File: src/design/esc_pkg.sv
// ----------------------------------------------------------------------------
// esc_pkg
// Types, codes and helpers shared by the sensor compensation block.
// ----------------------------------------------------------------------------
package esc_pkg;

  // disabled-measurement markers
  localparam logic [23:0] OFF_MARK_TP = 24'h800000;
  localparam logic [15:0] OFF_MARK_H  = 16'h8000;

  // serial multiplier: digit width and digits per 64-bit operand
  localparam int DIGIT_W    = 4;
  localparam int MUL_DIGITS = 64 / DIGIT_W;
  localparam int DIV_BITS   = 64;

  localparam int CFG_IDX_W  = 3;
  localparam int CFG_DATA_W = 48;

  // register indexes of the configuration port
  typedef enum logic [CFG_IDX_W-1:0] {
    CFG_TEMP  = 3'd0,
    CFG_PA    = 3'd1,
    CFG_PB    = 3'd2,
    CFG_PC    = 3'd3,
    CFG_HA    = 3'd4,
    CFG_HB    = 3'd5,
    CFG_OFS   = 3'd6
  } cfg_idx_t;

  // sequencer states
  typedef enum logic [2:0] {
    S_IDLE,
    S_SETUP,
    S_MUL,
    S_POST,
    S_DIVSET,
    S_DIV,
    S_OUT
  } state_t;

  // micro-program steps
  typedef enum logic [4:0] {
    ST_T0, ST_T1, ST_T2,
    ST_P0, ST_P1, ST_P2, ST_P3, ST_P4, ST_P5, ST_P6,
    ST_DIV,
    ST_P7, ST_P8, ST_P9, ST_PF,
    ST_H0, ST_H1, ST_H2, ST_H3, ST_H4, ST_H5, ST_H6, ST_H7,
    ST_FIN
  } step_t;

  function automatic logic [63:0] sx32(input logic [31:0] x);
    return {{32{x[31]}}, x};
  endfunction

  function automatic logic [63:0] sx16(input logic [15:0] x);
    return {{48{x[15]}}, x};
  endfunction

  // state that runs a given step
  function automatic state_t step_state(input step_t s);
    state_t r;
    case (s)
      ST_FIN:  r = S_OUT;
      ST_DIV:  r = S_DIVSET;
      ST_PF:   r = S_POST;
      default: r = S_SETUP;
    endcase
    return r;
  endfunction

endpackage

File: src/design/esc_in_if.sv
// ----------------------------------------------------------------------------
// esc_in_if
// Raw reading channel: one item holds the three raw data words.
// ----------------------------------------------------------------------------
interface esc_in_if;
  logic        valid;
  logic        ready;
  logic [23:0] raw_temperature;
  logic [23:0] raw_pressure;
  logic [15:0] raw_humidity;

  modport source (output valid, raw_temperature, raw_pressure, raw_humidity,
                  input ready);
  modport sink   (input valid, raw_temperature, raw_pressure, raw_humidity,
                  output ready);
endinterface

File: src/design/esc_out_if.sv
// ----------------------------------------------------------------------------
// esc_out_if
// Result channel: compensated values and their flags.
// ----------------------------------------------------------------------------
interface esc_out_if;
  logic        valid;
  logic        ready;
  logic [26:0] temperature_centi;
  logic        temperature_ok;
  logic [31:0] pressure_q24_8;
  logic        pressure_ok;
  logic        pressure_div_zero;
  logic [16:0] humidity_q22_10;
  logic        humidity_ok;

  modport source (output valid, temperature_centi, temperature_ok, pressure_q24_8,
                  pressure_ok, pressure_div_zero, humidity_q22_10, humidity_ok,
                  input ready);
  modport sink   (input valid, temperature_centi, temperature_ok, pressure_q24_8,
                  pressure_ok, pressure_div_zero, humidity_q22_10, humidity_ok,
                  output ready);
endinterface

File: src/design/esc_cfg_if.sv
// ----------------------------------------------------------------------------
// esc_cfg_if
// Configuration write channel: register index and write data.
// ----------------------------------------------------------------------------
interface esc_cfg_if;
  logic        valid;
  logic        ready;
  logic [2:0]  index;
  logic [47:0] data;

  modport source (output valid, index, data, input ready);
  modport sink   (input valid, index, data, output ready);
endinterface

File: src/design/env_sensor_compensation.sv
// Each multiply step runs setup, the digit-serial multiply and post; an item
// with all three readings enabled takes up to 21 multiply steps plus a serial
// division and one final step.
// Throughput: one item at a time; the next is taken after the result is taken.
// The shared 4-bit-digit serial multiplier sets the rate.
// Reset (synchronous, rst_n low) clears calibration, fine temperature, state.
// ----------------------------------------------------------------------------
// env_sensor_compensation
// Integer temperature, pressure and humidity compensation on a micro-sequenced
// digit-serial multiplier and bit-serial divider.
// ----------------------------------------------------------------------------
module env_sensor_compensation (
  input  logic       clk,
  input  logic       rst_n,
  esc_in_if.sink     in_chan,
  esc_out_if.source  out_chan,
  esc_cfg_if.sink    cfg_chan
);
  import esc_pkg::*;

  state_t state_r, state_nxt;
  step_t  step_r, step_nxt;

  logic [47:0] temp_cal_r, pa_cal_r, pb_cal_r, pc_cal_r;
  logic [39:0] ha_cal_r;
  logic [23:0] hb_cal_r;
  logic [31:0] ofs_r;
  logic [31:0] ft_r, ft_nxt;

  logic [23:0] raw_t_r, raw_p_r;
  logic [15:0] raw_h_r;

  logic [63:0] ra_r, ra_nxt, rb_r, rb_nxt, rc_r, rc_nxt, rd_r, rd_nxt;
  logic [63:0] mul_a_r, mul_b_r, acc_r;
  logic [5:0]  cnt_r;
  logic [63:0] rem_r, dq_r, dvs_r;
  logic        neg_r;

  logic        t_ok_r, p_ok_r, h_ok_r, dz_r, dz_nxt;
  logic [31:0] press_r, press_nxt;
  logic [16:0] hum_r, hum_nxt;

  logic        in_acc, out_acc;
  logic        t_en, p_en, h_en, t_en_in, p_en_in, h_en_in;
  step_t       after_t, after_p, start_step;

  // calibration fields
  logic [63:0] t1, t2, t3, p1, p2, p3, p4, p5, p6, p7, p8, p9;
  logic [63:0] h1, h2, h3, h4, h5, h6;

  assign t1 = {48'd0, temp_cal_r[15:0]};
  assign t2 = sx16(temp_cal_r[31:16]);
  assign t3 = sx16(temp_cal_r[47:32]);
  assign p1 = {48'd0, pa_cal_r[15:0]};
  assign p2 = sx16(pa_cal_r[31:16]);
  assign p3 = sx16(pa_cal_r[47:32]);
  assign p4 = sx16(pb_cal_r[15:0]);
  assign p5 = sx16(pb_cal_r[31:16]);
  assign p6 = sx16(pb_cal_r[47:32]);
  assign p7 = sx16(pc_cal_r[15:0]);
  assign p8 = sx16(pc_cal_r[31:16]);
  assign p9 = sx16(pc_cal_r[47:32]);
  assign h1 = {56'd0, ha_cal_r[7:0]};
  assign h2 = sx16(ha_cal_r[23:8]);
  assign h3 = {56'd0, ha_cal_r[31:24]};
  assign h6 = {{56{ha_cal_r[39]}}, ha_cal_r[39:32]};
  assign h4 = {{52{hb_cal_r[11]}}, hb_cal_r[11:0]};
  assign h5 = {{52{hb_cal_r[23]}}, hb_cal_r[23:12]};

  // handshakes
  assign in_acc  = in_chan.valid && in_chan.ready;
  assign out_acc = out_chan.valid && out_chan.ready;
  assign in_chan.ready  = (state_r == S_IDLE);
  assign cfg_chan.ready = 1'b1;

  // which measurements run
  assign t_en_in = (in_chan.raw_temperature != OFF_MARK_TP);
  assign p_en_in = (in_chan.raw_pressure != OFF_MARK_TP);
  assign h_en_in = (in_chan.raw_humidity != OFF_MARK_H);
  assign t_en    = (state_r == S_IDLE) ? t_en_in : (raw_t_r != OFF_MARK_TP);
  assign p_en    = (state_r == S_IDLE) ? p_en_in : (raw_p_r != OFF_MARK_TP);
  assign h_en    = (state_r == S_IDLE) ? h_en_in : (raw_h_r != OFF_MARK_H);
  assign after_p    = h_en ? ST_H0 : ST_FIN;
  assign after_t    = p_en ? ST_P0 : after_p;
  assign start_step = t_en ? ST_T0 : after_t;

  // shared intermediate values
  logic [63:0] v1p, pp, pa;
  logic [31:0] xh, qh;
  assign v1p = sx32(ft_r) - 64'd128000;
  assign pp  = 64'd1048576 - {44'd0, raw_p_r[23:4]};
  assign pa  = 64'($signed(rb_r) >>> 13);
  assign xh  = ft_r - 32'd76800;
  assign qh  = 32'($signed(rc_r[31:0]) >>> 15);

  // multiplier operand select
  logic [63:0] opa, opb;
  always_comb begin
    opa = 64'd0;
    opb = 64'd0;
    case (step_r)
      ST_T0: begin
        opa = sx32({15'd0, raw_t_r[23:7]} - {15'd0, t1[15:0], 1'b0});
        opb = t2;
      end
      ST_T1: begin
        opa = sx32({16'd0, raw_t_r[23:8]} - {16'd0, t1[15:0]});
        opb = opa;
      end
      ST_T2: begin opa = sx32(rb_r[31:0]); opb = t3; end
      ST_P0: begin opa = v1p; opb = v1p; end
      ST_P1: begin opa = rc_r; opb = p6; end
      ST_P2: begin opa = v1p; opb = p5; end
      ST_P3: begin opa = rc_r; opb = p3; end
      ST_P4: begin opa = v1p; opb = p2; end
      ST_P5: begin opa = 64'h0000_8000_0000_0000 + ra_r; opb = p1; end
      ST_P6: begin opa = {pp[32:0], 31'd0} - rd_r; opb = 64'd3125; end
      ST_P7: begin opa = p9; opb = pa; end
      ST_P8: begin opa = rc_r; opb = pa; end
      ST_P9: begin opa = p8; opb = rb_r; end
      ST_H0: begin opa = h5; opb = sx32(xh); end
      ST_H1: begin opa = sx32(xh); opb = h6; end
      ST_H2: begin opa = sx32(xh); opb = h3; end
      ST_H3: begin opa = sx32(rb_r[31:0]); opb = sx32(rc_r[31:0]); end
      ST_H4: begin opa = sx32(rb_r[31:0]); opb = h2; end
      ST_H5: begin opa = sx32(ra_r[31:0]); opb = sx32(rb_r[31:0]); end
      ST_H6: begin opa = sx32(qh); opb = sx32(qh); end
      ST_H7: begin opa = sx32(rd_r[31:0]); opb = h1; end
      default: begin opa = 64'd0; opb = 64'd0; end
    endcase
  end

  // one digit of partial product
  logic [DIGIT_W-1:0] dig;
  logic [63:0]        part;
  assign dig  = mul_b_r[DIGIT_W-1:0];
  assign part = ({64{dig[0]}} & mul_a_r)
              + ({64{dig[1]}} & {mul_a_r[62:0], 1'b0})
              + ({64{dig[2]}} & {mul_a_r[61:0], 2'b0})
              + ({64{dig[3]}} & {mul_a_r[60:0], 3'b0});

  // one bit of restoring division
  logic [64:0] trial;
  logic        qbit;
  assign trial = {rem_r, dq_r[63]};
  assign qbit  = (trial >= {1'b0, dvs_r});

  // post-processing of each step
  logic [63:0] m;
  logic [31:0] m32, t_v2, h_a, h_x;
  logic [63:0] p_sum, p_fin;
  assign m     = acc_r;
  assign m32   = acc_r[31:0];
  assign t_v2  = 32'($signed(m32) >>> 14);
  assign h_a   = {2'b0, raw_h_r, 14'd0} - {h4[11:0], 20'd0} - m32 + 32'd16384;
  assign h_x   = rc_r[31:0] - 32'($signed(m32) >>> 4);
  assign p_sum = rb_r + rc_r + rd_r;
  assign p_fin = 64'($signed(p_sum) >>> 8) + {p7[59:0], 4'd0};

  always_comb begin
    step_nxt  = step_r;
    ra_nxt    = ra_r;
    rb_nxt    = rb_r;
    rc_nxt    = rc_r;
    rd_nxt    = rd_r;
    ft_nxt    = ft_r;
    dz_nxt    = dz_r;
    press_nxt = press_r;
    hum_nxt   = hum_r;
    if (state_r == S_POST) begin
      case (step_r)
        ST_T0: begin ra_nxt = sx32(32'($signed(m32) >>> 11)); step_nxt = ST_T1; end
        ST_T1: begin rb_nxt = sx32(32'($signed(m32) >>> 12)); step_nxt = ST_T2; end
        ST_T2: begin
          ft_nxt   = ra_r[31:0] + t_v2 + ofs_r;
          step_nxt = after_t;
        end
        ST_P0: begin rc_nxt = m; step_nxt = ST_P1; end
        ST_P1: begin rd_nxt = m; step_nxt = ST_P2; end
        ST_P2: begin
          rd_nxt   = rd_r + {m[46:0], 17'd0} + {p4[28:0], 35'd0};
          step_nxt = ST_P3;
        end
        ST_P3: begin ra_nxt = 64'($signed(m) >>> 8); step_nxt = ST_P4; end
        ST_P4: begin ra_nxt = ra_r + {m[51:0], 12'd0}; step_nxt = ST_P5; end
        ST_P5: begin
          ra_nxt = 64'($signed(m) >>> 33);
          if (ra_nxt == 64'd0) begin
            dz_nxt   = 1'b1;
            step_nxt = after_p;
          end else begin
            step_nxt = ST_P6;
          end
        end
        ST_P6:  begin rc_nxt = m; step_nxt = ST_DIV; end
        ST_DIV: begin
          rb_nxt   = neg_r ? (64'd0 - dq_r) : dq_r;
          step_nxt = ST_P7;
        end
        ST_P7: begin rc_nxt = m; step_nxt = ST_P8; end
        ST_P8: begin rc_nxt = 64'($signed(m) >>> 25); step_nxt = ST_P9; end
        ST_P9: begin rd_nxt = 64'($signed(m) >>> 19); step_nxt = ST_PF; end
        ST_PF: begin
          if (p_fin[63])
            press_nxt = 32'd0;
          else if (p_fin[62:32] != 31'd0)
            press_nxt = 32'hFFFF_FFFF;
          else
            press_nxt = p_fin[31:0];
          step_nxt = after_p;
        end
        ST_H0: begin ra_nxt = sx32(32'($signed(h_a) >>> 15)); step_nxt = ST_H1; end
        ST_H1: begin rb_nxt = sx32(32'($signed(m32) >>> 10)); step_nxt = ST_H2; end
        ST_H2: begin
          rc_nxt   = sx32(32'($signed(m32) >>> 11) + 32'd32768);
          step_nxt = ST_H3;
        end
        ST_H3: begin
          rb_nxt   = sx32(32'($signed(m32) >>> 10) + 32'd2097152);
          step_nxt = ST_H4;
        end
        ST_H4: begin
          rb_nxt   = sx32(32'($signed(m32 + 32'd8192) >>> 14));
          step_nxt = ST_H5;
        end
        ST_H5: begin rc_nxt = sx32(m32); step_nxt = ST_H6; end
        ST_H6: begin rd_nxt = sx32(32'($signed(m32) >>> 7)); step_nxt = ST_H7; end
        ST_H7: begin
          if (h_x[31])
            hum_nxt = 17'd0;
          else if (h_x > 32'd419430400)
            hum_nxt = 17'd102400;
          else
            hum_nxt = h_x[28:12];
          step_nxt = ST_FIN;
        end
        default: step_nxt = ST_FIN;
      endcase
    end
  end

  // next state
  always_comb begin
    state_nxt = state_r;
    case (state_r)
      S_IDLE:   if (in_acc) state_nxt = step_state(start_step);
      S_SETUP:  state_nxt = S_MUL;
      S_MUL:    if (cnt_r == 6'(MUL_DIGITS - 1)) state_nxt = S_POST;
      S_POST:   state_nxt = step_state(step_nxt);
      S_DIVSET: state_nxt = S_DIV;
      S_DIV:    if (cnt_r == 6'(DIV_BITS - 1)) state_nxt = S_POST;
      S_OUT:    if (out_acc) state_nxt = S_IDLE;
      default:  state_nxt = S_IDLE;
    endcase
  end

  // control registers
  always_ff @(posedge clk) begin
    if (!rst_n) begin
      state_r    <= S_IDLE;
      step_r     <= ST_FIN;
      temp_cal_r <= '0;
      pa_cal_r   <= '0;
      pb_cal_r   <= '0;
      pc_cal_r   <= '0;
      ha_cal_r   <= '0;
      hb_cal_r   <= '0;
      ofs_r      <= '0;
      ft_r       <= '0;
      t_ok_r     <= 1'b0;
      p_ok_r     <= 1'b0;
      h_ok_r     <= 1'b0;
      dz_r       <= 1'b0;
    end else begin
      state_r <= state_nxt;
      ft_r    <= ft_nxt;
      if (in_acc) begin
        step_r <= start_step;
        t_ok_r <= t_en_in;
        p_ok_r <= p_en_in;
        h_ok_r <= h_en_in;
        dz_r   <= 1'b0;
      end else begin
        step_r <= step_nxt;
        dz_r   <= dz_nxt;
      end
      if (cfg_chan.valid && cfg_chan.ready) begin
        case (cfg_chan.index)
          CFG_TEMP: temp_cal_r <= cfg_chan.data;
          CFG_PA:   pa_cal_r   <= cfg_chan.data;
          CFG_PB:   pb_cal_r   <= cfg_chan.data;
          CFG_PC:   pc_cal_r   <= cfg_chan.data;
          CFG_HA:   ha_cal_r   <= cfg_chan.data[39:0];
          CFG_HB:   hb_cal_r   <= cfg_chan.data[23:0];
          CFG_OFS:  ofs_r      <= cfg_chan.data[31:0];
          default:  ;
        endcase
      end
    end
  end

  // datapath registers
  always_ff @(posedge clk) begin
    ra_r <= ra_nxt;
    rb_r <= rb_nxt;
    rc_r <= rc_nxt;
    rd_r <= rd_nxt;
    if (in_acc) begin
      raw_t_r <= in_chan.raw_temperature;
      raw_p_r <= in_chan.raw_pressure;
      raw_h_r <= in_chan.raw_humidity;
      press_r <= 32'd0;
      hum_r   <= 17'd0;
    end else begin
      press_r <= press_nxt;
      hum_r   <= hum_nxt;
    end
    case (state_r)
      S_SETUP: begin
        mul_a_r <= opa;
        mul_b_r <= opb;
        acc_r   <= 64'd0;
        cnt_r   <= 6'd0;
      end
      S_MUL: begin
        acc_r   <= acc_r + part;
        mul_a_r <= {mul_a_r[63-DIGIT_W:0], {DIGIT_W{1'b0}}};
        mul_b_r <= {{DIGIT_W{1'b0}}, mul_b_r[63:DIGIT_W]};
        cnt_r   <= cnt_r + 6'd1;
      end
      S_DIVSET: begin
        rem_r <= 64'd0;
        dq_r  <= rc_r[63] ? (64'd0 - rc_r) : rc_r;
        dvs_r <= ra_r[63] ? (64'd0 - ra_r) : ra_r;
        neg_r <= rc_r[63] ^ ra_r[63];
        cnt_r <= 6'd0;
      end
      S_DIV: begin
        rem_r <= qbit ? 64'(trial - {1'b0, dvs_r}) : trial[63:0];
        dq_r  <= {dq_r[62:0], qbit};
        cnt_r <= cnt_r + 6'd1;
      end
      default: ;
    endcase
  end

  // result fields
  logic [31:0] tc_full;
  assign tc_full = 32'($signed({ft_r[29:0], 2'b0} + ft_r + 32'd128) >>> 8);

  always_comb begin
    out_chan.valid             = (state_r == S_OUT);
    out_chan.temperature_centi = t_ok_r ? tc_full[26:0] : 27'd0;
    out_chan.temperature_ok    = t_ok_r;
    out_chan.pressure_q24_8    = p_ok_r ? press_r : 32'd0;
    out_chan.pressure_ok       = p_ok_r;
    out_chan.pressure_div_zero = p_ok_r && dz_r;
    out_chan.humidity_q22_10   = h_ok_r ? hum_r : 17'd0;
    out_chan.humidity_ok       = h_ok_r;
  end

  // checks
  a_no_overlap: assert property (@(posedge clk) disable iff (!rst_n)
    !(out_chan.valid && in_chan.ready))
    else $error("result shown while input side open");

  a_busy_after_accept: assert property (@(posedge clk) disable iff (!rst_n)
    in_acc |=> !in_chan.ready)
    else $error("input still open after accept");

  a_free_after_result: assert property (@(posedge clk) disable iff (!rst_n)
    out_acc |=> in_chan.ready)
    else $error("block not idle after result taken");

  a_dz_zero: assert property (@(posedge clk) disable iff (!rst_n)
    (out_chan.valid && out_chan.pressure_div_zero) |->
      (out_chan.pressure_q24_8 == 32'd0 && out_chan.pressure_ok))
    else $error("zero divisor with non-zero pressure");

endmodule

File: src/flat_wrapper.sv
// flat-port wrapper written by rule: the top's interface ports become plain ports
module env_sensor_compensation_flat import esc_pkg::*;
  (clk, rst_n, in_chan_valid, in_chan_raw_temperature, in_chan_raw_pressure, in_chan_raw_humidity, in_chan_ready, out_chan_valid, out_chan_temperature_centi, out_chan_temperature_ok, out_chan_pressure_q24_8, out_chan_pressure_ok, out_chan_pressure_div_zero, out_chan_humidity_q22_10, out_chan_humidity_ok, out_chan_ready, cfg_chan_valid, cfg_chan_index, cfg_chan_data, cfg_chan_ready);
  esc_in_if in_chan_i ();
  esc_out_if out_chan_i ();
  esc_cfg_if cfg_chan_i ();
  input  logic clk;
  input  logic rst_n;
  input wire logic [$bits(in_chan_i.valid)-1:0] in_chan_valid;
  input wire logic [$bits(in_chan_i.raw_temperature)-1:0] in_chan_raw_temperature;
  input wire logic [$bits(in_chan_i.raw_pressure)-1:0] in_chan_raw_pressure;
  input wire logic [$bits(in_chan_i.raw_humidity)-1:0] in_chan_raw_humidity;
  output wire logic [$bits(in_chan_i.ready)-1:0] in_chan_ready;
  output wire logic [$bits(out_chan_i.valid)-1:0] out_chan_valid;
  output wire logic [$bits(out_chan_i.temperature_centi)-1:0] out_chan_temperature_centi;
  output wire logic [$bits(out_chan_i.temperature_ok)-1:0] out_chan_temperature_ok;
  output wire logic [$bits(out_chan_i.pressure_q24_8)-1:0] out_chan_pressure_q24_8;
  output wire logic [$bits(out_chan_i.pressure_ok)-1:0] out_chan_pressure_ok;
  output wire logic [$bits(out_chan_i.pressure_div_zero)-1:0] out_chan_pressure_div_zero;
  output wire logic [$bits(out_chan_i.humidity_q22_10)-1:0] out_chan_humidity_q22_10;
  output wire logic [$bits(out_chan_i.humidity_ok)-1:0] out_chan_humidity_ok;
  input wire logic [$bits(out_chan_i.ready)-1:0] out_chan_ready;
  input wire logic [$bits(cfg_chan_i.valid)-1:0] cfg_chan_valid;
  input wire logic [$bits(cfg_chan_i.index)-1:0] cfg_chan_index;
  input wire logic [$bits(cfg_chan_i.data)-1:0] cfg_chan_data;
  output wire logic [$bits(cfg_chan_i.ready)-1:0] cfg_chan_ready;
  assign in_chan_i.valid = in_chan_valid;
  assign in_chan_i.raw_temperature = in_chan_raw_temperature;
  assign in_chan_i.raw_pressure = in_chan_raw_pressure;
  assign in_chan_i.raw_humidity = in_chan_raw_humidity;
  assign in_chan_ready = in_chan_i.ready;
  assign out_chan_valid = out_chan_i.valid;
  assign out_chan_temperature_centi = out_chan_i.temperature_centi;
  assign out_chan_temperature_ok = out_chan_i.temperature_ok;
  assign out_chan_pressure_q24_8 = out_chan_i.pressure_q24_8;
  assign out_chan_pressure_ok = out_chan_i.pressure_ok;
  assign out_chan_pressure_div_zero = out_chan_i.pressure_div_zero;
  assign out_chan_humidity_q22_10 = out_chan_i.humidity_q22_10;
  assign out_chan_humidity_ok = out_chan_i.humidity_ok;
  assign out_chan_i.ready = out_chan_ready;
  assign cfg_chan_i.valid = cfg_chan_valid;
  assign cfg_chan_i.index = cfg_chan_index;
  assign cfg_chan_i.data = cfg_chan_data;
  assign cfg_chan_ready = cfg_chan_i.ready;
  env_sensor_compensation u_core (.clk(clk), .rst_n(rst_n), .in_chan(in_chan_i), .out_chan(out_chan_i), .cfg_chan(cfg_chan_i));
endmodule
File: config.mk
export PLATFORM = sky130hd
export DESIGN_NAME = env_sensor_compensation_flat
export DESIGN_NICKNAME = d
export VERILOG_FILES = /design/src/design/esc_pkg.sv /design/src/design/esc_in_if.sv /design/src/design/esc_out_if.sv /design/src/design/esc_cfg_if.sv /design/src/design/env_sensor_compensation.sv /design/src/flat_wrapper.sv
export SDC_FILE = /design/constraint.sdc
export NUM_CORES = 2
export LEC_CHECK = 0
export BUFFER_PORTS_ARGS = -buffer_cell sky130_fd_sc_hd__buf_4
export CORE_MARGIN = 1.5
export CORE_UTILIZATION = 25
export CTS_CLUSTER_DIAMETER = 120
export CTS_CLUSTER_SIZE = 12
export DETAILED_ROUTE_END_ITERATION = 10
export HOLD_SLACK_MARGIN = 0.06
export PLACE_DENSITY = 0.46
export SYNTH_ARGS = -nofsm -noshare
export SYNTH_HDL_FRONTEND = slang
export SYNTH_SLANG_ARGS = --single-unit
File: constraint.sdc
create_clock -name clk -period 12.3 [get_ports clk]
set_input_delay 0.615 -clock clk [delete_from_list [all_inputs] [get_ports clk]]
set_output_delay 0.615 -clock clk [all_outputs]
set_load 0.02 [all_outputs]
## Yosys cells after proc, flatten, opt, wreduce, memory -nomap -nowiden

Index checks and enable logic that the tools add are counted.

| storage, ports and cells | value |
|---|---|
| logic and storage cells | 205 |
| output and inout port bits | 83 |
| flip-flop bits (word level) | 1092 |
| input port bits | 120 |

| cells by class | value |
|---|---|
| reductions and logical operators | 40 |
| equality and inequality tests | 52 |
| bitwise logic cells | 6 |
| $add $sub $neg | 33 |
| $lt $le $gt $ge | 2 |
| mux-type cells | 40 |

Operator list:

| operator | number |
|---|---|
| $pmux 64 s20 | 1 |
| $pmux 64 s14 | 1 |
| $pmux 64 s2 | 5 |
| $pmux 64 s5 | 2 |
| $add 64x64->64 | 9 |
| $pmux 64 s4 | 2 |
| $and 64x64->64 | 4 |
| $mux 64 | 3 |
| $sub 1x64->64 const A | 3 |
| $sub 64x64->64 | 2 |
| $pmux 5 s22 | 1 |
| $add 32x32->32 | 3 |
| $mux 32 | 3 |
| $ne 24x24->1 const B | 4 |
| $ge 65x64->1 | 1 |
| $add 48x64->64 const A | 1 |
| $logic_not 64->1 | 1 |
| $sub 32x32->32 | 2 |
| $mux 63 | 1 |
| $eq 5x4->1 const B | 12 |
| $add 56x20->57 | 1 |
| $mux 17 | 3 |
| $eq 5x5->1 const B | 9 |
| $sub 32x18->33 const B | 1 |
| 44 further kinds | 98 |

## Depth between registers and ports, before layout

| logic depth | value |
|---|---|
| depth in word-level cells | 9 |
| gate-level depth with buffers | 31 |
| depth with buffers taken out | 29 |

## Least setup slack after synthesis

OpenSTA, ideal clock, no wires.

| timing | value |
|---|---|
| path kind | register to register |
| start | register u_core.state_r[0] |
| end | register u_core.acc_r[0] (enable) |
| cell stages (with the launch flop) | 4 |
| period minus slack after synthesis | 9.486 ns |
| data required time | 11.553 ns |
| slack | 2.814 ns |
| arrival time | 8.739 ns |
| path buffers | 1 |
| setup time | 0.747 ns |
| cells stage by stage | dfxtp_1 -> clkbuf_1 -> xnor2_1 -> nor2_1 |

| between the ends | value |
|---|---|
| cells in the longest elaborated chain, start to end | 2 |
| elaborated cells on any way between the ends | 3 |
| classes of those cells | 2 x eq/ne; 1 x reduce/logical |

RTL lines:

| element | line | source |
|---|---|---|
| start, declared | env_sensor_compensation.sv:21 | `state_t state_r, state_nxt;` |
| start signal, assigned | env_sensor_compensation.sv:275 | `state_r <= state_nxt;` |
| $eq 3x1->1 or $eq 3x2->1 (tied branches) | env_sensor_compensation.sv:318 | `case (state_r)` |
| $reduce_bool 2->1 (no line) * | -- |  |
| end signal, assigned | env_sensor_compensation.sv:326 | `acc_r <= acc_r + part;` |
| end, declared | env_sensor_compensation.sv:34 | `logic [63:0] mul_a_r, mul_b_r, acc_r;` |

Every way passes the cells marked *; elsewhere a longest branch is shown, timed or not.
A chain may end at the register's enable or synchronous reset.

## Worst setup path after layout

| timing | value |
|---|---|
| start | register u_core.rd_r[4] |
| end | register u_core.press_r[3] |

| between the ends | value |
|---|---|
| cells in the longest elaborated chain, start to end | 5 |

RTL lines:

| element | line | source |
|---|---|---|
| start, declared | env_sensor_compensation.sv:33 | `logic [63:0] ra_r, ra_nxt, rb_r, rb_nxt, rc_r, rc_nxt, rd_r, rd_nxt;` |
| start signal, assigned | env_sensor_compensation.sv:307 | `rd_r <= rd_nxt;` |
| $add 64x64->64 * | env_sensor_compensation.sv:157 | `assign p_sum = rb_r + rc_r + rd_r;` |
| $add 56x20->57 * | env_sensor_compensation.sv:158 | `assign p_fin = 64'($signed(p_sum) >>> 8) + {p7[59:0], 4'd0};` |
| $reduce_bool 31->1 | env_sensor_compensation.sv:206 | `else if (p_fin[62:32] != 31'd0)` |
| $mux 32 | env_sensor_compensation.sv:206 |  |
| $mux 32 * | env_sensor_compensation.sv:204 | `if (p_fin[63])` |
| end signal, assigned | env_sensor_compensation.sv:315 | `press_r <= press_nxt;` |
| end, declared | env_sensor_compensation.sv:40 | `logic [31:0] press_r, press_nxt;` |

Marked as above.

==> impl_summary.txt <==
----------------------------------------------------
[Synthesis]
  Number of unique standard cell types used by synthesis ... 92
  Synth Area in Simple Gates ... 0.161
  Parity-gate share of the synthesized area counting xor and xnor cells ... 0.0720
  Syn Std Cell Area ... 87,000 sq um
  Post-synthesis async set-or-reset flop share ... 0
  Average cell area after synthesis ... 8.86 sq um
  Number of enable-type register cells in the synthesized netlist ... 704
  Area fraction in compound gates after synthesis ... 0.227
  Multiplexer share of the synthesized area ... 0.00637
  Top FF cell, synth ... sky130_fd_sc_hd__edfxtp_1
  Dominant combinational cell family by area after synthesis ... compound AO/OA/AOI/OAI gates
  Adder and majority gate portion of the synthesized area ... 0.158
  Sequential area share after synthesis ... 0.331
  Yosys warning total ... 0
  Cell count after synthesis ... between 9,000 and 10,000
  Net count of the mapped netlist ... 10,800
  Count of state elements after synthesis ... around 1,100

[Critical path]
  Critical Path End Type ... flop
  Number of logic stages on the critical path including buffering ... 29
  Count of buffering cells on the critical path with inverters included ... 4
  R2R depth ... 29
  Endpoint of the worst setup timing path ... u_core.press_r[3]
  R2r setup slk ... approximately 3.2 ns
  Critical path required time ... between 10 and 15 ns
  Max stage delay on crit path ... 0.75 ns
  Worst r2r src ... u_core.rd_r[4]
  Crit Path Class ... flop to flop
  Worst Path Max Fanout ... 32
  Dominant cell type by count on the critical path ... sky130_fd_sc_hd__nand4_1
  Critical path's slowest cell ... sky130_fd_sc_hd__a311oi_1
  Critical path startpoint ... u_core.rd_r[4]
  Kind of cell with the highest combined delay on the critical path ... compound AO/OA/AOI/OAI gates
  Arrival time at the worst endpoint ... around 9.8 ns
  R2R Path End ... u_core.press_r[3]
  Element type at the critical path start ... flop

[CTS]
  Cts bufs inserted ... 112
  Total clock sinks ... 1,085
  Maximum level of the CTS H-tree ... 3
  Number of gates resized after cts ... 0
  Worst skew pair latency ... 0.93 ns
  Clock-pin slew on the worst setup and hold paths ... approximately 0.07 ns
  Deepest clock path buffer count ... 4
  CTS tree ... built
  CTS root buffer ... sky130_fd_sc_hd__clkbuf_16

[GRT]
  Pin count of the biggest net entering global routing ... 154
  Met2 GRT Util ... 0.377
  Vias in the first global route ... 78,300
  GR peak layer ... met2
  Met1 layer usage reported by global route ... 0.353
  GRT Overall Usage ... 0.255
  GR Util met3 ... 0.0550
  Number of antenna violations at the first check in global routing ... 57
  Wire length of the first global-routing pass ... about 630,000 microns
  Total global routing overflow ... 0

[Placed design]
  Final HPWL DP ... 352,000 microns
  Number of buffer cells added on primary ports ... around 200
  Placer's final routability congestion estimate ... about 1.0

[Timing]
  Worst hold slack ... 0.152 ns
  Final-report hold violation count ... 0
  Setup repair after global routing missed its margin ... no
  Peak Freq ... 110 MHz
  Actual slew at the worst max-slew pin ... 1.40 ns
  Final slew viol count ... 0
  Share of the clock period used by the worst path after layout ... 0.740
  Setup violations, final ... 0
  Post-route clock skew ... 0.0946 ns
  Max-slew headroom ... 0.0616
  Final worst path period need ... between 9 and 10 ns
  Setup Total Neg Slack ... 0 ns

[Pwr]
  Leakage ... between 30 and 40 nW
  Power density over the cells ... 284 nW/um^2
  Total design power ... 28.1 mW
  Peak ir drop on the vdd network ... 0.199 mV

[Floorplan]
  Width of the chip ... 593 microns
  Starting density of the core ... 0.251
  Die Span Y ... 593 microns
  Total number of placement rows ... 216
  Area of the core ... 346,000 sq um
  Top Ports ... 203
  Die Outline Area ... 352,000 sq um

[Routing]
  Wirelength per Cell ... 31.5 microns
  Via density per instance ... 5.62
  Final wirelength ... 461,000 microns
  Antenna-violating nets left ... 0
  DR iter-0 viols ... 11,200
  Number of search-and-repair iterations in the first detailed-routing pass ... 10
  Via total after detailed routing ... a little over 80,000
  Number of remaining DRC errors ... 0

[Cells and area]
  Commonest non-fill, non-tap cells in the layout ... 1,464 x sky130_fd_sc_hd__nand2_1, 851 x sky130_fd_sc_hd__a21oi_1, 704 x sky130_fd_sc_hd__edfxtp_1
  Storage cell area ... 28,800 sq um
  Number of nets in the final layout ... 11,000
  Multi-input gate area ... 54,700 sq um
  # fillers ... roughly 37,000
  Synthesis-to-finish area growth ... 13.6%
  Ratio of cells with drive above 1 in the final layout ... 0.0732
  Most common cell after layout, fill and taps aside ... sky130_fd_sc_hd__nand2_1

[Job]
  Max_cap viols ... 0

[Status]
  Outcome ... finished clean

[Worst hold path]
  Worst hold path type ... primary input to flop

----------------------------------------------------
-- how the worst min path moves through the flow --
stage | startpoint | endpoint | slack, ns | cells after the start
global placement | u_core.hum_r[3] | u_core.hum_r[3] | 0.44 | 2
finish | cfg_chan_data[3] | u_core.ofs_r[3] | 0.15 | 3
detailed placement | u_core.hum_r[3] | u_core.hum_r[3] | 0.43 | 2
CTS | cfg_chan_data[3] | u_core.ofs_r[3] | 0.10 | 3
global route | cfg_chan_data[1] | u_core.temp_cal_r[1] | 0.15 | 3
floorplan | u_core.hum_r[3] | u_core.hum_r[3] | 0.41 | 2
-- registers in the layout, indices dropped and copies added, names as in the netlist, 64 cells and up --
| register | count |
|---|---|
| u_core.acc_r | 64 |
| u_core.dq_r | 64 |
| u_core.dvs_r | 64 |
| u_core.mul_a_r | 64 |
| u_core.mul_b_r | 64 |
| u_core.ra_r | 64 |
| u_core.rb_r | 64 |
| u_core.rc_r | 64 |
| u_core.rd_r | 64 |
| u_core.rem_r | 64 |
-- where the power goes --
group | internal (mW) | switching (mW)
Combinational | 6.80 | 12.3
Clock | 1.77 | 1.71
Sequential | 4.86 | 0.647
Total | 13.4 | 14.6
-- worst register-to-register path: cells and delay by family, from the launching register on --
family	cells	cell delay, ns
compound gates	12	4.32
xor+xnor	2	0.37
simple gates	8	1.88
flops	1	0.49
fa+ha+maj	3	1.34
buf+inv	4	0.53
-- logic make-up (layout without fill, tap and decap cells) --
group | Yosys count | in the layout
fa+ha+maj | 904 | 904
compound gates | 2977 | 2977
simple gates | 3049 | 3049
xor+xnor | 715 | 715
mux | 55 | 55
flops | 1085 | 1085
other cells | 1 | 21
buf+inv | 1039 | 1229
-- layer usage --
metal	up-vias	wire, microns
met4	26	23200
met1	41100	201000
met2	4171	193000
met3	737	44200
met5	-	153
li1	36000	-
-- metrics by stage --
stage          instance area [sq um]  cells  utilization  worst slack [ns]
6_report                       98900  14600        0.286              3.19
3_5_place_dp                   94600  14300        0.273              3.27
4_1_cts                        98800  14600        0.285              3.18
3_3_place_gp                   94600  14300        0.273              3.10
5_1_grt                        98800  14600        0.285              2.56
2_1_floorplan                  87000   9825            -              2.81
-- synthesized netlist by cell type (45+ instances only) --
master,instances,area [sq um]
sky130_fd_sc_hd__nand2_1,1468,5510
sky130_fd_sc_hd__a21oi_1,855,4280
sky130_fd_sc_hd__edfxtp_1,704,21100
sky130_fd_sc_hd__o21ai_0,590,2950
sky130_fd_sc_hd__ha_1,581,7270
sky130_fd_sc_hd__nor2_1,521,1960
sky130_fd_sc_hd__clkbuf_1,500,1880
sky130_fd_sc_hd__inv_1,500,1880
sky130_fd_sc_hd__xnor2_1,434,3800
sky130_fd_sc_hd__dfxtp_1,381,7630
sky130_fd_sc_hd__a21o_1,340,2550
sky130_fd_sc_hd__fa_1,323,6470
sky130_fd_sc_hd__xor2_1,281,2460
sky130_fd_sc_hd__and2_1,171,1070
sky130_fd_sc_hd__nand3_1,161,806
sky130_fd_sc_hd__nor3_1,132,661
sky130_fd_sc_hd__a222oi_1,127,1270
sky130_fd_sc_hd__a221oi_1,106,928
sky130_fd_sc_hd__a22oi_1,102,766
sky130_fd_sc_hd__a221o_1,96,961
sky130_fd_sc_hd__nand4_1,95,594
sky130_fd_sc_hd__o31ai_1,86,646
sky130_fd_sc_hd__a211oi_1,85,638
sky130_fd_sc_hd__nor2b_1,84,526
sky130_fd_sc_hd__nand2b_1,77,482
sky130_fd_sc_hd__nor4_1,68,425
sky130_fd_sc_hd__a31oi_1,67,419
sky130_fd_sc_hd__o21bai_1,64,480
sky130_fd_sc_hd__o21a_1,63,473
sky130_fd_sc_hd__or3_1,59,369
sky130_fd_sc_hd__a22o_1,55,482
sky130_fd_sc_hd__and3_1,54,338
sky130_fd_sc_hd__or4_1,54,405
sky130_fd_sc_hd__mux2i_1,52,521
sky130_fd_sc_hd__o211ai_1,45,338
-- cell type report --
cell class | instances | area share
multi-input cells | 7701 | 0.554
flip-flops and latches | 1085 | 0.291
well taps | 4578 | 0.0579
repair buffers | 551 | 0.0446
clock buffers | 162 | 0.0312
inverters | 501 | 0.0191
clock inverters | 15 | 0.00197
diodes | 20 | 0.000506
-- what timing repair did --
| item | in CTS | in global routing |
|---|---|---|
| endpoints found under the hold margin | 219 | 0 |
| setup buffers | 0 | 0 |
| hold buffers | 90 | 0 |
No activity file was read; power rests on OpenSTA's default activity.
